$ cat config.mk
export PLATFORM = sky130hd
export DESIGN_NAME = two_wire_display_bus_writer_unit
export DESIGN_NICKNAME = d
export VERILOG_FILES = /design/src/sv/twdb_pkg.sv /design/src/sv/twdb_ucode_rom.sv /design/src/sv/twdb_seq.sv /design/src/sv/twdb_datapath.sv /design/src/sv/two_wire_display_bus_writer_unit.sv
export SDC_FILE = /design/constraint.sdc
export NUM_CORES = 1
export LEC_CHECK = 0
export BUFFER_PORTS_ARGS = -buffer_cell sky130_fd_sc_hd__buf_4
export CAP_MARGIN = 20
export CORE_ASPECT_RATIO = 1.2
export CORE_MARGIN = 2
export CORE_UTILIZATION = 50
export DETAILED_ROUTE_END_ITERATION = 10
export GPL_TIMING_DRIVEN = 1
export PLACE_DENSITY = 0.7
export SETUP_SLACK_MARGIN = 0.1
export SLEW_MARGIN = 20
export SYNTH_ARGS = -nofsm -noshare
export SYNTH_HDL_FRONTEND = slang
export SYNTH_SLANG_ARGS = --single-unit
$ cat constraint.sdc
create_clock -name clk -period 4.8 [get_ports clk]
set_clock_uncertainty 0.2 [all_clocks]
set_input_delay 0.24 -clock clk [delete_from_list [all_inputs] [get_ports clk]]
set_output_delay 0.24 -clock clk [all_outputs]
set_load 0.02 [all_outputs]
$ cat src/sv/twdb_pkg.sv
`timescale 1ns / 1ps

package twdb_pkg;

    localparam int QP_W = 16;
    localparam int PC_W = 4;
    localparam int BIT_CNT_W = 3;

    typedef enum logic [1:0] {
        CMD_START = 2'd0,
        CMD_WRITE = 2'd1,
        CMD_STOP  = 2'd2,
        CMD_NONE  = 2'd3
    } cmd_t;

    typedef enum logic [1:0] {
        DSEL_REL,
        DSEL_DRIVE,
        DSEL_BIT
    } dsel_t;

    typedef enum logic [1:0] {
        CSEL_REL,
        CSEL_DRIVE,
        CSEL_HELD
    } csel_t;

    typedef enum logic [1:0] {
        OP_NEXT,
        OP_LOOP,
        OP_END
    } op_t;

    localparam logic [PC_W-1:0] ENTRY_START = 4'd0;
    localparam logic [PC_W-1:0] ENTRY_STOP  = 4'd3;
    localparam logic [PC_W-1:0] ENTRY_WRITE = 4'd6;
    localparam logic [PC_W-1:0] ENTRY_BIT   = 4'd6;

    typedef struct packed {
        dsel_t           dsel;
        csel_t           csel;
        logic            last;
        op_t             op;
        logic [PC_W-1:0] target;
    } uword_t;

    typedef struct packed {
        logic  load;
        logic  issue;
        logic  shift;
        dsel_t dsel;
        csel_t csel;
        logic  last;
    } dp_ctrl_t;

    typedef struct packed {
        logic out_free;
        logic bit_last;
    } dp_stat_t;

endpackage

$ cat src/sv/twdb_ucode_rom.sv
`timescale 1ns / 1ps

module twdb_ucode_rom
    import twdb_pkg::*;
(
    input  logic [PC_W-1:0] addr,
    output uword_t          word
);

    always_comb
    begin
        word = '{dsel: DSEL_REL, csel: CSEL_REL, last: 1'b1, op: OP_END, target: '0};
        unique case (addr)
            // start: data falls while clock released
            4'd0:  word = '{DSEL_REL,   CSEL_REL,   1'b0, OP_NEXT, '0};
            4'd1:  word = '{DSEL_DRIVE, CSEL_REL,   1'b0, OP_NEXT, '0};
            4'd2:  word = '{DSEL_DRIVE, CSEL_DRIVE, 1'b1, OP_END,  '0};
            // stop: data rises while clock released
            4'd3:  word = '{DSEL_DRIVE, CSEL_DRIVE, 1'b0, OP_NEXT, '0};
            4'd4:  word = '{DSEL_DRIVE, CSEL_REL,   1'b0, OP_NEXT, '0};
            4'd5:  word = '{DSEL_REL,   CSEL_REL,   1'b1, OP_END,  '0};
            // byte bits, lsb first
            4'd6:  word = '{DSEL_BIT,   CSEL_HELD,  1'b0, OP_NEXT, '0};
            4'd7:  word = '{DSEL_BIT,   CSEL_REL,   1'b0, OP_NEXT, '0};
            4'd8:  word = '{DSEL_BIT,   CSEL_REL,   1'b0, OP_NEXT, '0};
            4'd9:  word = '{DSEL_BIT,   CSEL_DRIVE, 1'b0, OP_LOOP, ENTRY_BIT};
            // ack clock, data released
            4'd10: word = '{DSEL_REL,   CSEL_HELD,  1'b0, OP_NEXT, '0};
            4'd11: word = '{DSEL_REL,   CSEL_REL,   1'b0, OP_NEXT, '0};
            4'd12: word = '{DSEL_REL,   CSEL_REL,   1'b0, OP_NEXT, '0};
            4'd13: word = '{DSEL_REL,   CSEL_DRIVE, 1'b1, OP_END,  '0};
            default: word = '{DSEL_REL, CSEL_REL,   1'b1, OP_END,  '0};
        endcase
    end

endmodule

$ cat src/sv/twdb_seq.sv
`timescale 1ns / 1ps

module twdb_seq
    import twdb_pkg::*;
(
    input  logic            clk,
    input  logic            rst_n,
    input  logic            in_valid,
    output logic            in_ready,
    input  logic [1:0]      command,
    input  logic            cfg_we,
    input  logic [QP_W-1:0] cfg_wdata,
    input  uword_t          uw,
    output logic [PC_W-1:0] pc,
    input  dp_stat_t        stat,
    output dp_ctrl_t        ctrl
);

    logic [PC_W-1:0] pc_reg, pc_next;
    logic            busy_reg, busy_next;
    logic [QP_W-1:0] timer_reg, timer_next;
    logic [QP_W-1:0] qp_reg;
    logic            in_fire;
    logic            issue;

    assign pc       = pc_reg;
    assign in_ready = !busy_reg;
    assign in_fire  = in_valid && in_ready;
    assign issue    = busy_reg && (timer_reg == '0) && stat.out_free;

    always_comb
    begin
        pc_next    = pc_reg;
        busy_next  = busy_reg;
        timer_next = timer_reg;
        ctrl.load  = 1'b0;
        ctrl.issue = issue;
        ctrl.shift = 1'b0;
        ctrl.dsel  = uw.dsel;
        ctrl.csel  = uw.csel;
        ctrl.last  = uw.last;

        if (issue)
        begin
            timer_next = (qp_reg == '0) ? '0 : qp_reg - 1'b1;
        end
        else if (timer_reg != '0)
        begin
            timer_next = timer_reg - 1'b1;
        end

        if (issue)
        begin
            unique case (uw.op)
                OP_NEXT: pc_next = pc_reg + 1'b1;
                OP_LOOP:
                begin
                    if (stat.bit_last)
                    begin
                        pc_next = pc_reg + 1'b1;
                    end
                    else
                    begin
                        pc_next    = uw.target;
                        ctrl.shift = 1'b1;
                    end
                end
                OP_END:  busy_next = 1'b0;
                default: busy_next = 1'b0;
            endcase
        end

        if (in_fire)
        begin
            unique case (cmd_t'(command))
                CMD_START:
                begin
                    pc_next   = ENTRY_START;
                    busy_next = 1'b1;
                end
                CMD_WRITE:
                begin
                    pc_next   = ENTRY_WRITE;
                    busy_next = 1'b1;
                    ctrl.load = 1'b1;
                end
                CMD_STOP:
                begin
                    pc_next   = ENTRY_STOP;
                    busy_next = 1'b1;
                end
                default: busy_next = 1'b0;
            endcase
        end
    end

    always_ff @(posedge clk or negedge rst_n)
    begin
        if (!rst_n)
        begin
            pc_reg    <= '0;
            busy_reg  <= 1'b0;
            timer_reg <= '0;
            qp_reg    <= 16'd25;
        end
        else
        begin
            pc_reg    <= pc_next;
            busy_reg  <= busy_next;
            timer_reg <= timer_next;
            if (cfg_we)
            begin
                qp_reg <= cfg_wdata;
            end
        end
    end

endmodule

$ cat src/sv/twdb_datapath.sv
`timescale 1ns / 1ps

module twdb_datapath
    import twdb_pkg::*;
(
    input  logic       clk,
    input  logic       rst_n,
    input  logic [7:0] data_byte,
    input  dp_ctrl_t   ctrl,
    output dp_stat_t   stat,
    output logic       out_valid,
    input  logic       out_ready,
    output logic       data_low,
    output logic       clock_low,
    output logic       last_phase
);

    logic [7:0]           shift_reg;
    logic [BIT_CNT_W-1:0] cnt_reg;
    logic                 held_reg;
    logic                 valid_reg;
    logic                 dlow_reg, clow_reg, last_reg;
    logic                 dlow_next, clow_next;

    assign stat.out_free = !valid_reg || out_ready;
    assign stat.bit_last = (cnt_reg == {BIT_CNT_W{1'b1}});

    always_comb
    begin
        case (ctrl.dsel)
            DSEL_DRIVE: dlow_next = 1'b1;
            DSEL_BIT:   dlow_next = ~shift_reg[0];
            default:    dlow_next = 1'b0;
        endcase
        case (ctrl.csel)
            CSEL_DRIVE: clow_next = 1'b1;
            CSEL_HELD:  clow_next = held_reg;
            default:    clow_next = 1'b0;
        endcase
    end

    always_ff @(posedge clk or negedge rst_n)
    begin
        if (!rst_n)
        begin
            valid_reg <= 1'b0;
            held_reg  <= 1'b0;
            cnt_reg   <= '0;
        end
        else
        begin
            if (ctrl.issue)
            begin
                valid_reg <= 1'b1;
                held_reg  <= clow_next;
            end
            else if (out_ready)
            begin
                valid_reg <= 1'b0;
            end
            if (ctrl.load)
            begin
                cnt_reg <= '0;
            end
            else if (ctrl.shift)
            begin
                cnt_reg <= cnt_reg + 1'b1;
            end
        end
    end

    // payload
    always_ff @(posedge clk)
    begin
        if (ctrl.load)
        begin
            shift_reg <= data_byte;
        end
        else if (ctrl.shift)
        begin
            shift_reg <= {1'b0, shift_reg[7:1]};
        end
        if (ctrl.issue)
        begin
            dlow_reg <= dlow_next;
            clow_reg <= clow_next;
            last_reg <= ctrl.last;
        end
    end

    assign out_valid  = valid_reg;
    assign data_low   = dlow_reg;
    assign clock_low  = clow_reg;
    assign last_phase = last_reg;

endmodule

$ cat src/sv/two_wire_display_bus_writer_unit.sv
`timescale 1ns / 1ps
// two-wire led-driver bus master, lsb first, open-drain pins
// input channel: one word per bus command (command, data_byte);
//   start and stop give 3 result words, a byte write gives 36
// output channel: one word per quarter phase (data_low, clock_low,
//   last_phase); last_phase marks the final phase of a command
// config: cfg_we / cfg_wdata writes quarter_period (reset 25)
// phases are paced by a quarter_period timer: a new phase is issued
//   once the timer, reloaded from quarter_period at each issue, has run
//   out and the output register is free
// first result: busy flag, then output register, once timer has run out
// in_ready is high while no command is in progress; one command at a time
// command code 3 is accepted and dropped without results
// a stalled receiver holds the current word; the microcode step counter
//   waits until the output register frees
// reset: sequencer idle, clock drive level cleared, no word pending
module two_wire_display_bus_writer_unit
    import twdb_pkg::*;
(
    input  logic        clk,
    input  logic        rst_n,
    input  logic        in_valid,
    output logic        in_ready,
    input  logic [1:0]  command,
    input  logic [7:0]  data_byte,
    output logic        out_valid,
    input  logic        out_ready,
    output logic        data_low,
    output logic        clock_low,
    output logic        last_phase,
    input  logic        cfg_we,
    input  logic [15:0] cfg_wdata
);

    logic [PC_W-1:0] pc;
    uword_t          uw;
    dp_ctrl_t        ctrl;
    dp_stat_t        stat;

    twdb_ucode_rom u_rom (
        .addr (pc),
        .word (uw)
    );

    twdb_seq u_seq (
        .clk       (clk),
        .rst_n     (rst_n),
        .in_valid  (in_valid),
        .in_ready  (in_ready),
        .command   (command),
        .cfg_we    (cfg_we),
        .cfg_wdata (cfg_wdata),
        .uw        (uw),
        .pc        (pc),
        .stat      (stat),
        .ctrl      (ctrl)
    );

    twdb_datapath u_dp (
        .clk        (clk),
        .rst_n      (rst_n),
        .data_byte  (data_byte),
        .ctrl       (ctrl),
        .stat       (stat),
        .out_valid  (out_valid),
        .out_ready  (out_ready),
        .data_low   (data_low),
        .clock_low  (clock_low),
        .last_phase (last_phase)
    );

endmodule
==> reports/metrics.yaml, run 1 <==
run_status:
  status: "finished clean"
power_and_ir_drop:
  total_power_mw: 1.04
  p_leak_nw: 1.56
  peakVddDrop_v: 0.000216
  power_density_nw_per_um2: 279
floorplan:
  placementRows: 31
  fp.dieH_um: 90.5
  die_w_um: 76.1
  coreArea_um2: 6050
  ios: 36
  die_area_um2: 6880
  initial_core_util: 0.515
sta:
  rsz0062_at_grt: "false"
  tightest_slew_ns: 0.871
  tns_ns: 0
  final_max_slew_viol_count: 0
  period_share: 0.630
  setup_violations: 0
  max_freq_mhz: 331
  period_needed_ns: 3.02
  slew_headroom: 0.418
  whs_ns: 0.0304
  final_hold_viol_count: 0
grt:
  overflow: 0
  grt_pass1_wl_um: 10400
  grt_pass1_vias: 2308
  grt_max_degree: 43
  grtUsageTotal: 0.186
  antenna_found_initial: 0
route:
  antenna_left: 0
  wl_per_cell_um: 14.1
  vias_per_cell: 5.35
  num_vias: 2318
  drc: 0
  drt_iter0_markers: 154
  drt-total-wl_um: 6120
  drtPass1Iterations: 4
clock_network:
  cts_buffers: 5
  cts-root-buf: "clkbuf_8"
  cts_max_level: 2
  cts.path.max_buffers: 2
  cts_tree: "done"
  holdBufCountCts: 17
  path_clk_slew_ns: 0.09
  cts_resized: 0
  clock_sinks: 53
  cts_setup_buffers: 0
  clock_latency_ns: 0.31
logic_synthesis:
  synth_cells: 297
  async_flop_share: 0.792
  yosys-top-cells-area: "dfrtp_1, edfxtp_1, mux2_2, ha_1, xnor2_1"
  synth_largest_area_cell: "dfrtp_1"
  seq_area_frac_synth: 0.445
  syn-num-nets: 346
  netlist_area_um2: 3120
  yosysWarnings: 0
  syn_area_per_cell_um2: 10.5
  synth_seq_cells: 53
  synthFlopType: "dfrtp_1"
  yosysTopAreaCellShare: 0.313
  ys_types: 55
  synth_edf_count: 11
worst_hold_path:
  min_to: "u_dp.shift_reg[7]$_SDFFCE_PN0P_"
  hold_path.class: "in2reg"
  hold_depth: 3
  hold_path_startpoint: "data_byte[7]"
worst_setup_path:
  cp.arrival_ns: 2.80
  critPathLaunchType: "register"
  reg2reg_to: "u_dp.shift_reg[0]$_DFFE_PP_"
  crit_type: "reg2reg"
  reg2reg_from: "u_seq.timer_reg[0]$_DFFE_PN0P_"
  r2r_setup_slack_ns: 1.78
  cp_data_required_time_ns: 4.58
  setup.worst_path.end_class: "register"
  ff2ff_path_depth: 7
  critPathMaxFanout: 19
finish:
  fin_area_um2: 3710
  layout_common_cells: "dfrtp_1, buf_4, mux2_2"
  syn_to_final_growth_pct: 19.2
  fillers: 536
  final_common_cell: "dfrtp_1"
  layout.nets: 399
  n_antenna_cell: 0
  fin_util: 0.614
  layout-drive-gt1-share: 0.222
placement:
  gp_congestion: 0.851
  io_buffer_count: 35
  place_hpwl_um: 4450
  place_area_um2: 3460
flow_run:
  maxCapViolCount: 0
## cells in the mapped netlist (5+ instances only)
cell and n:
a21oi_1 10, and2_1 5, clkbuf_1 5, dfrtp_1 39, edfxtp_1 11, ha_1 18, inv_1 17, mux2_2 22
nand2_1 21, nand2b_1 5, nand3_1 6, nor2_1 17, nor3_1 15, o21ai_0 11, o21ai_1 6, or3_1 5
xnor2_1 13, xor2_1 9
## power breakdown
part,switching [mW],leakage [nW],internal (mW),total [mW]
clock,0.145,0.0439,0.101,0.246
sequential,0.0461,0.568,0.493,0.539
combinational,0.134,0.945,0.116,0.251
total,0.325,1.56,0.710,1.04
## area by class of cell
class,count,area [um2],area share
multi-input cells,220,1640,0.442
flip-flops and latches,53,1390,0.373
clock inverters,3,17.5,0.00472
repair buffers,52,433,0.117
well taps,82,103,0.0276
clock buffers,5,68.8,0.0185
inverters,18,67.6,0.0182
## routing by layer
layer,GRT usage,vias to the layer above,part of all wire
met4,0.0652,0,0.018
met2,0.310,52,0.49
met5,0,-,0
met3,0.0370,10,0.042
li1,-,1169,-
met1,0.243,1087,0.45
## critical path, stage by stage (launching register included)
cell and delay (ns):
dfrtp_1 0.43, inv_1 0.11, ha_1 0.17, nor4b_2 0.34
nand4_4 0.32, a2111oi_4 0.62, nand2_2 0.17, nand2_1 0.33
## per-stage QoR
step           setup WS [ns]  std cells
4_1_cts                 1.77        433
2_1_floorplan           2.27        297
6_report                1.78        433
5_1_grt                 1.52        433
3_5_place_dp            1.78        408
3_3_place_gp            1.87        408
## how the worst max path moves through the flow
stage | startpoint | to | slack, ns | cells past startpoint
2_1_floorplan | u_seq.timer_reg[0]$_DFFE_PN0P_ | u_dp.shift_reg[0]$_DFFE_PP_ | 2.27 | 7
3_3_place_gp | u_seq.timer_reg[0]$_DFFE_PN0P_ | u_dp.shift_reg[3]$_DFFE_PP_ | 1.87 | 7
3_5_place_dp | u_seq.timer_reg[0]$_DFFE_PN0P_ | u_dp.shift_reg[5]$_DFFE_PP_ | 1.78 | 7
4_1_cts | u_seq.timer_reg[0]$_DFFE_PN0P_ | u_dp.shift_reg[4]$_DFFE_PP_ | 1.77 | 7
5_1_grt | u_seq.timer_reg[0]$_DFFE_PN0P_ | u_dp.shift_reg[0]$_DFFE_PP_ | 1.52 | 7
6_report | u_seq.timer_reg[0]$_DFFE_PN0P_ | u_dp.shift_reg[0]$_DFFE_PP_ | 1.78 | 7
## cell families (layout without fill, tap and decap cells)
family,count (synthesis),after routing,share of synthesized area
and+or+nand+nor,104,104,0.193
DFF,53,53,0.445
AOI/OAI and AO/OA,51,51,0.110
muxes,25,25,0.0892
buffers and inverters,24,78,0.0289
xor gates and xnor gates,22,22,0.0618
adders and majority gates,18,18,0.0723
No activity file was read; power rests on OpenSTA's default activity.
==> run 2, diff against run 1 <==
PLACE_DENSITY = 0.73   (was 0.7)
clock period = 2.4 ns   (was 4.8 ns; I/O delays follow)
==> run 2 against run 1 <==
Net effect: sequential power grew 97%; die area stayed put; hold slack got worse by 0.030 ns; setup slack worse by 1.6 ns; non-clock buffer count rose by 36; routed wire length grew 18%; largest cell class unchanged.
==> reports/metrics.yaml, run 2 (synthesis results as in run 1) <==
power_and_ir_drop:
  p_clk_frac: 0.228  # -0.010
  power_frac_seq: 0.495  # -0.025
  p_int_mw: 1.46  # +110%
  power_frac_comb: 0.276  # +0.034
  peakVddDrop_v: 0.000335  # +55%
  p_leak_nw: 1.78  # +14%
  p_sw_frac: 0.316  # +0.00186
  total_power_mw: 2.13  # +110%
  power_density_nw_per_um2: 525  # +88%
  p_switching_uw: 675  # +110%
route:
  vias_per_cell: 5.37  # +0.37%
  drt_iter0_markers: 141  # -8.4%
  antenna_left: 0  # unchanged
  wl_per_cell_um: 15.4  # +8.9%
  drt-total-wl_um: 7220  # +18%
  drtPass1Iterations: 4  # unchanged
  num_vias: 2520  # +8.7%
  drc: 0  # unchanged
clock_network:
  path_clk_slew_ns: 0.09  # about the same
  cts-root-buf: "clkbuf_8"
  clock_sinks: 53  # unchanged
  cts_buffers: 5  # unchanged
  cts_max_level: 2  # unchanged
  cts_tree: "done"
  cts.path.max_buffers: 2  # unchanged
  clock_latency_ns: 0.30  # about the same
worst_setup_path:
  cp.arrival_ns: 2.01  # -0.79 ns
  setup.worst_path.end_class: "register"
  cp_data_required_time_ns: 2.21  # -2.37 ns
  critPathMaxFanout: 8  # -11
  crit_type: "reg2reg"
  critPathLaunchType: "register"
placement:
  place_area_um2: 3640  # +5.2%
  dp_slack_ns: 0.0456  # -1.74 ns
  place_hpwl_um: 4860  # +9.4%
  gp_congestion: 0.894  # +5.0%
  io_buffer_count: 35  # unchanged
floorplan:
  coreArea_um2: 6050  # unchanged
  ios: 36  # unchanged
  die_w_um: 76.1  # unchanged
  initial_core_util: 0.515  # unchanged
  placementRows: 31  # unchanged
  fp.dieH_um: 90.5  # unchanged
  die_area_um2: 6880  # unchanged
finish:
  layout-drive-gt1-share: 0.271  # +0.0491
  layout_common_cells: "buf_4, dfrtp_1, dlygate4sd3_1"
  n_antenna_cell: 0  # unchanged
  final_common_cell: "buf_4"
  layout.nets: 435  # +9.0%
  syn_to_final_growth_pct: 30.6
  fillers: 463  # -14%
  fin_area_um2: 4070  # +9.5%
sta:
  final_max_slew_viol_count: 0  # unchanged
  fin_ws_ns: 0.208  # -1.57 ns
  slew_headroom: 0.575  # +0.157
  setup_violations: 0  # unchanged
  whs_ns: 0.000547  # -0.0298 ns
  final_hold_viol_count: 0  # unchanged
  rsz0062_at_grt: "false"
  max_freq_mhz: 456  # +38%
  period_share: 0.914  # +0.283
  period_needed_ns: 2.19  # -0.832 ns
  tns_ns: 0  # unchanged
  tightest_slew_ns: 0.632  # -0.240 ns
grt:
  antenna_found_initial: 0  # unchanged
  grt_max_degree: 43  # unchanged
  grt_pass1_wl_um: 12000  # +15%
  overflow: 0  # unchanged
  grt_pass1_vias: 2533  # +9.7%
  grtUsageTotal: 0.216  # +0.0292
worst_hold_path:
  hold_path.class: "in2reg"
run_status:
  status: "finished clean"
flow_run:
  maxCapViolCount: 0  # unchanged
[run 2: cell types whose count changed in the layout (fill, tap and decap cells not counted), moves of 2 or more]
cell | before | now
inv_1 | 17 | 15
buf_4 | 35 | 57
inv_2 | 1 | 3
clkinv_1 | 0 | 2
dlygate4sd3_1 | 17 | 31
nand2_4 | 0 | 2
[run 2: metrics by stage]
step | instances | util
global route | 469 | 0.672
floorplan | 297 | -
detailed placement | 427 | 0.601
CTS | 467 | 0.668
finish | 469 | 0.672
global placement | 427 | 0.601
[run 2: timing repair]
item	4_1_cts	5_1_grt
cloned	0	0
setup buffers	1	2
hold endpoints to repair	69	0
hold buffers	31	0
setup endpoints to repair	13	16
gates resized for setup	1	3
pin swaps	1	3
[run 2: layer usage]
layer	global-route usage	vias to the layer above	wire, um
li1	-	1248	-
met1	0.264	1220	3080
met2	0.394	44	3860
met3	0.0320	8	177
met4	0.0606	0	103
met5	0	-	0
[run 2: final cells by class]
class	count	area (um2)	area share
Sequential cell	53	1390	0.340
Clock buffer	5	68.8	0.0169
Multi-Input combinational cell	220	1690	0.416
Inverter	18	67.6	0.0166
Timing Repair Buffer	88	738	0.181
Tap cell	82	103	0.0252
Clock inverter	3	12.5	0.00308
[run 2: final timing paths]
kind	start	end	slack (ns)	depth (start not counted)
max in group asynchronous	rst_n	u_dp.cnt_reg[0]$_DFFE_PN0P_	1.49	2
setup / recovery	u_seq.timer_reg[1]$_DFFE_PN0P_	u_dp.shift_reg[1]$_DFFE_PP_	0.21	8
min in group asynchronous	rst_n	u_seq.qp_reg[5]$_DFFE_PN0P_	0.14	2
hold reg to reg	u_dp.cnt_reg[0]$_DFFE_PN0P_	u_dp.cnt_reg[0]$_DFFE_PN0P_	0.30	1
hold / removal	in_valid	u_seq.busy_reg$_DFFE_PN0P_	0.0005	3
setup reg to reg	u_seq.timer_reg[1]$_DFFE_PN0P_	u_dp.shift_reg[1]$_DFFE_PP_	0.21	8
[run 2: worst max-delay path, stage by stage, from the launching register on]
cell and delay [ns]:
dfrtp_1 0.41, inv_2 0.10, ha_4 0.14, nor4b_4 0.25, nand4_4 0.15, a2111oi_4 0.24, buf_4 0.19, nand2_4 0.07
nand2_4 0.16
[run 2: power groups by stage]
stage	Clock [mW]	Combinational, mW	Sequential [mW]
3_5_place_dp	0	0.540	1.07
4_1_cts	0.497	0.584	1.05
3_3_place_gp	0	0.515	1.07
2_1_floorplan	0	0.367	1.05
5_1_grt	0.529	0.663	1.07
6_report	0.488	0.590	1.06
==> run 3, diff against run 2 <==
PLACE_DENSITY = 0.75   (was 0.73)
==> run 3 against run 2 <==
Net effect: the flow now finishes with violations (setup timing); clock power up 27%; critical path depth did not move; sequential power is essentially flat; hold slack better by 0.040 ns; via count grew 2.0%; total power up 7.7%; maximum frequency shrank 9.2%; first-iteration DRC count up 18%; non-clock buffer count increased by 2; core utilization rose by 1.7 points; sequential cell count stayed put; sequential share of layout area is 0.86 points lower.
==> reports/metrics.yaml, run 3 (synthesis results as in run 1) <==
floorplan:
  initial_core_util: 0.515  # unchanged
  ios: 36  # unchanged
  placementRows: 31  # unchanged
  die_w_um: 76.1  # unchanged
  die_area_um2: 6880  # unchanged
  fp.dieH_um: 90.5  # unchanged
  coreArea_um2: 6050  # unchanged
grt:
  grt_max_degree: 43  # unchanged
  overflow: 0  # unchanged
  grtUsageTotal: 0.216  # about the same
  grt_pass1_wl_um: 12200  # +1.7%
  grt_pass1_vias: 2594  # +2.4%
  antenna_found_initial: 0  # unchanged
route:
  wl_per_cell_um: 15.2  # -1.3%
  vias_per_cell: 5.46  # +1.6%
  drtPass1Iterations: 4  # unchanged
  drc: 0  # unchanged
  num_vias: 2570  # +2.0%
  drt_iter0_markers: 167  # +18%
  drt-total-wl_um: 7150  # -0.91%
  antenna_left: 0  # unchanged
sta:
  max_freq_mhz: 414  # -9.2%
  period_share: 1.01  # +0.0927
  tightest_slew_ns: 0.599  # -0.0333 ns
  slew_headroom: 0.597  # +0.0224
  fin_ws_ns: -0.0149  # -0.222 ns
  final_hold_viol_count: 0  # unchanged
  whs_ns: 0.0406  # +0.0401 ns
  setup_violations: 1  # +1
  period_needed_ns: 2.41  # +0.222 ns
  rsz0062_at_grt: "true"
  final_max_slew_viol_count: 0  # unchanged
placement:
  place_hpwl_um: 4880  # +0.36%
  dp_slack_ns: 0.0107  # -0.0348 ns
  place_area_um2: 3630  # -0.21%
  placedCellCount: 426  # -0.23%
  gp_congestion: 0.918  # +2.7%
  io_buffer_count: 35  # unchanged
finish:
  fin_cells: 471  # +0.43%
  fin_util: 0.690  # +0.0174
  n_antenna_cell: 0  # unchanged
  layout.nets: 437  # +0.46%
  layout_common_cells: "buf_4, dfrtp_1, dlygate4sd3_1"
  layout-drive-gt1-share: 0.296  # +0.0243
  syn_to_final_growth_pct: 34.0
  final_common_cell: "buf_4"
  fin_area_um2: 4170  # +2.6%
clock_network:
  cts.path.max_buffers: 2  # unchanged
  clock_sinks: 53  # unchanged
  cts-root-buf: "clkbuf_8"
  cts_tree: "done"
  path_clk_slew_ns: 0.10  # about the same
  cts_max_level: 2  # unchanged
  cts_buffers: 5  # unchanged
  clock_latency_ns: 0.31  # about the same
worst_setup_path:
  critPathLaunchType: "register"
  cp_data_required_time_ns: 2.40  # +0.19 ns
  setup.worst_path.end_class: "register"
  cp.arrival_ns: 2.41  # +0.40 ns
  critPathMaxFanout: 7  # -1
  crit_type: "reg2reg"
worst_hold_path:
  hold_path.class: "in2reg"
run_status:
  status: "finished, violations left"
  violations: "setup timing"
flow_run:
  maxCapViolCount: 0  # unchanged
power_and_ir_drop:
  peakVddDrop_v: 0.000519  # +55%
  p_leak_nw: 1.79  # +0.40%
  power_density_nw_per_um2: 551  # +5.0%
run 3: layout make-up:
type	instances	area (um2)
timing repair buffer	90	756
multi-input combinational	220	1750
clock inverter	3	43.8
inverter	18	67.6
tap	82	103
fill	457	1880
sequential	53	1390
clock buffer	5	68.8
run 3: routing by layer:
| metal | part of all wire | vias to the layer above | track usage |
|---|---|---|---|
| li1 | - | 1253 | - |
| met1 | 0.43 | 1243 | 0.273 |
| met2 | 0.52 | 65 | 0.384 |
| met3 | 0.040 | 9 | 0.0300 |
| met4 | 0.012 | 0 | 0.0621 |
| met5 | 0 | - | 0 |
run 3: worst paths after layout:
check                                               start                               to  slack, ns  cells after the start
min in group asynchronous                           rst_n      u_seq.qp_reg[5]$_DFFE_PN0P_       0.13                      2
hold / removal                                     cfg_we     u_seq.qp_reg[14]$_DFFE_PN0P_       0.04                      2
setup / recovery           u_seq.timer_reg[1]$_DFFE_PN0P_            u_seq.pc[2]$_DFF_PN0_      -0.01                      8
setup reg to reg           u_seq.timer_reg[1]$_DFFE_PN0P_            u_seq.pc[2]$_DFF_PN0_      -0.01                      8
hold reg to reg               u_dp.cnt_reg[0]$_DFFE_PN0P_      u_dp.cnt_reg[0]$_DFFE_PN0P_       0.30                      1
max in group asynchronous                           rst_n  u_seq.timer_reg[13]$_DFFE_PN0P_       1.49                      2
run 3: through the flow:
stage          power (mW)  TNS [ns]
3_5_place_dp         1.61         0
5_1_grt              2.44    -0.625
2_1_floorplan        1.42         0
4_1_cts              2.26         0
6_report             2.30   -0.0149
3_3_place_gp         1.58         0
run 3: report_power, final:
group / leakage (nW) / switching, mW / internal (mW)
Sequential: 0.568 / 0.0768 / 0.985
Combinational: 1.16 / 0.330 / 0.288
Clock: 0.0585 / 0.305 / 0.313
run 3: critical path, cell delays in order (launching register included):
cell and delay [ns]:
dfrtp_1 0.41, inv_2 0.10, ha_4 0.13, nor4b_4 0.25, nand4_4 0.15, a2111oi_4 0.47
buf_4 0.23, a41oi_1 0.16, a21boi_2 0.20
run 3: what timing repair did:
action	4_1_cts	5_1_grt
cloned	0	0
pin swaps	2	8
hold buffers	32	0
resized for setup	1	12
setup endpoints to repair	13	21
setup buffers	1	4
endpoints found under the hold margin	70	0
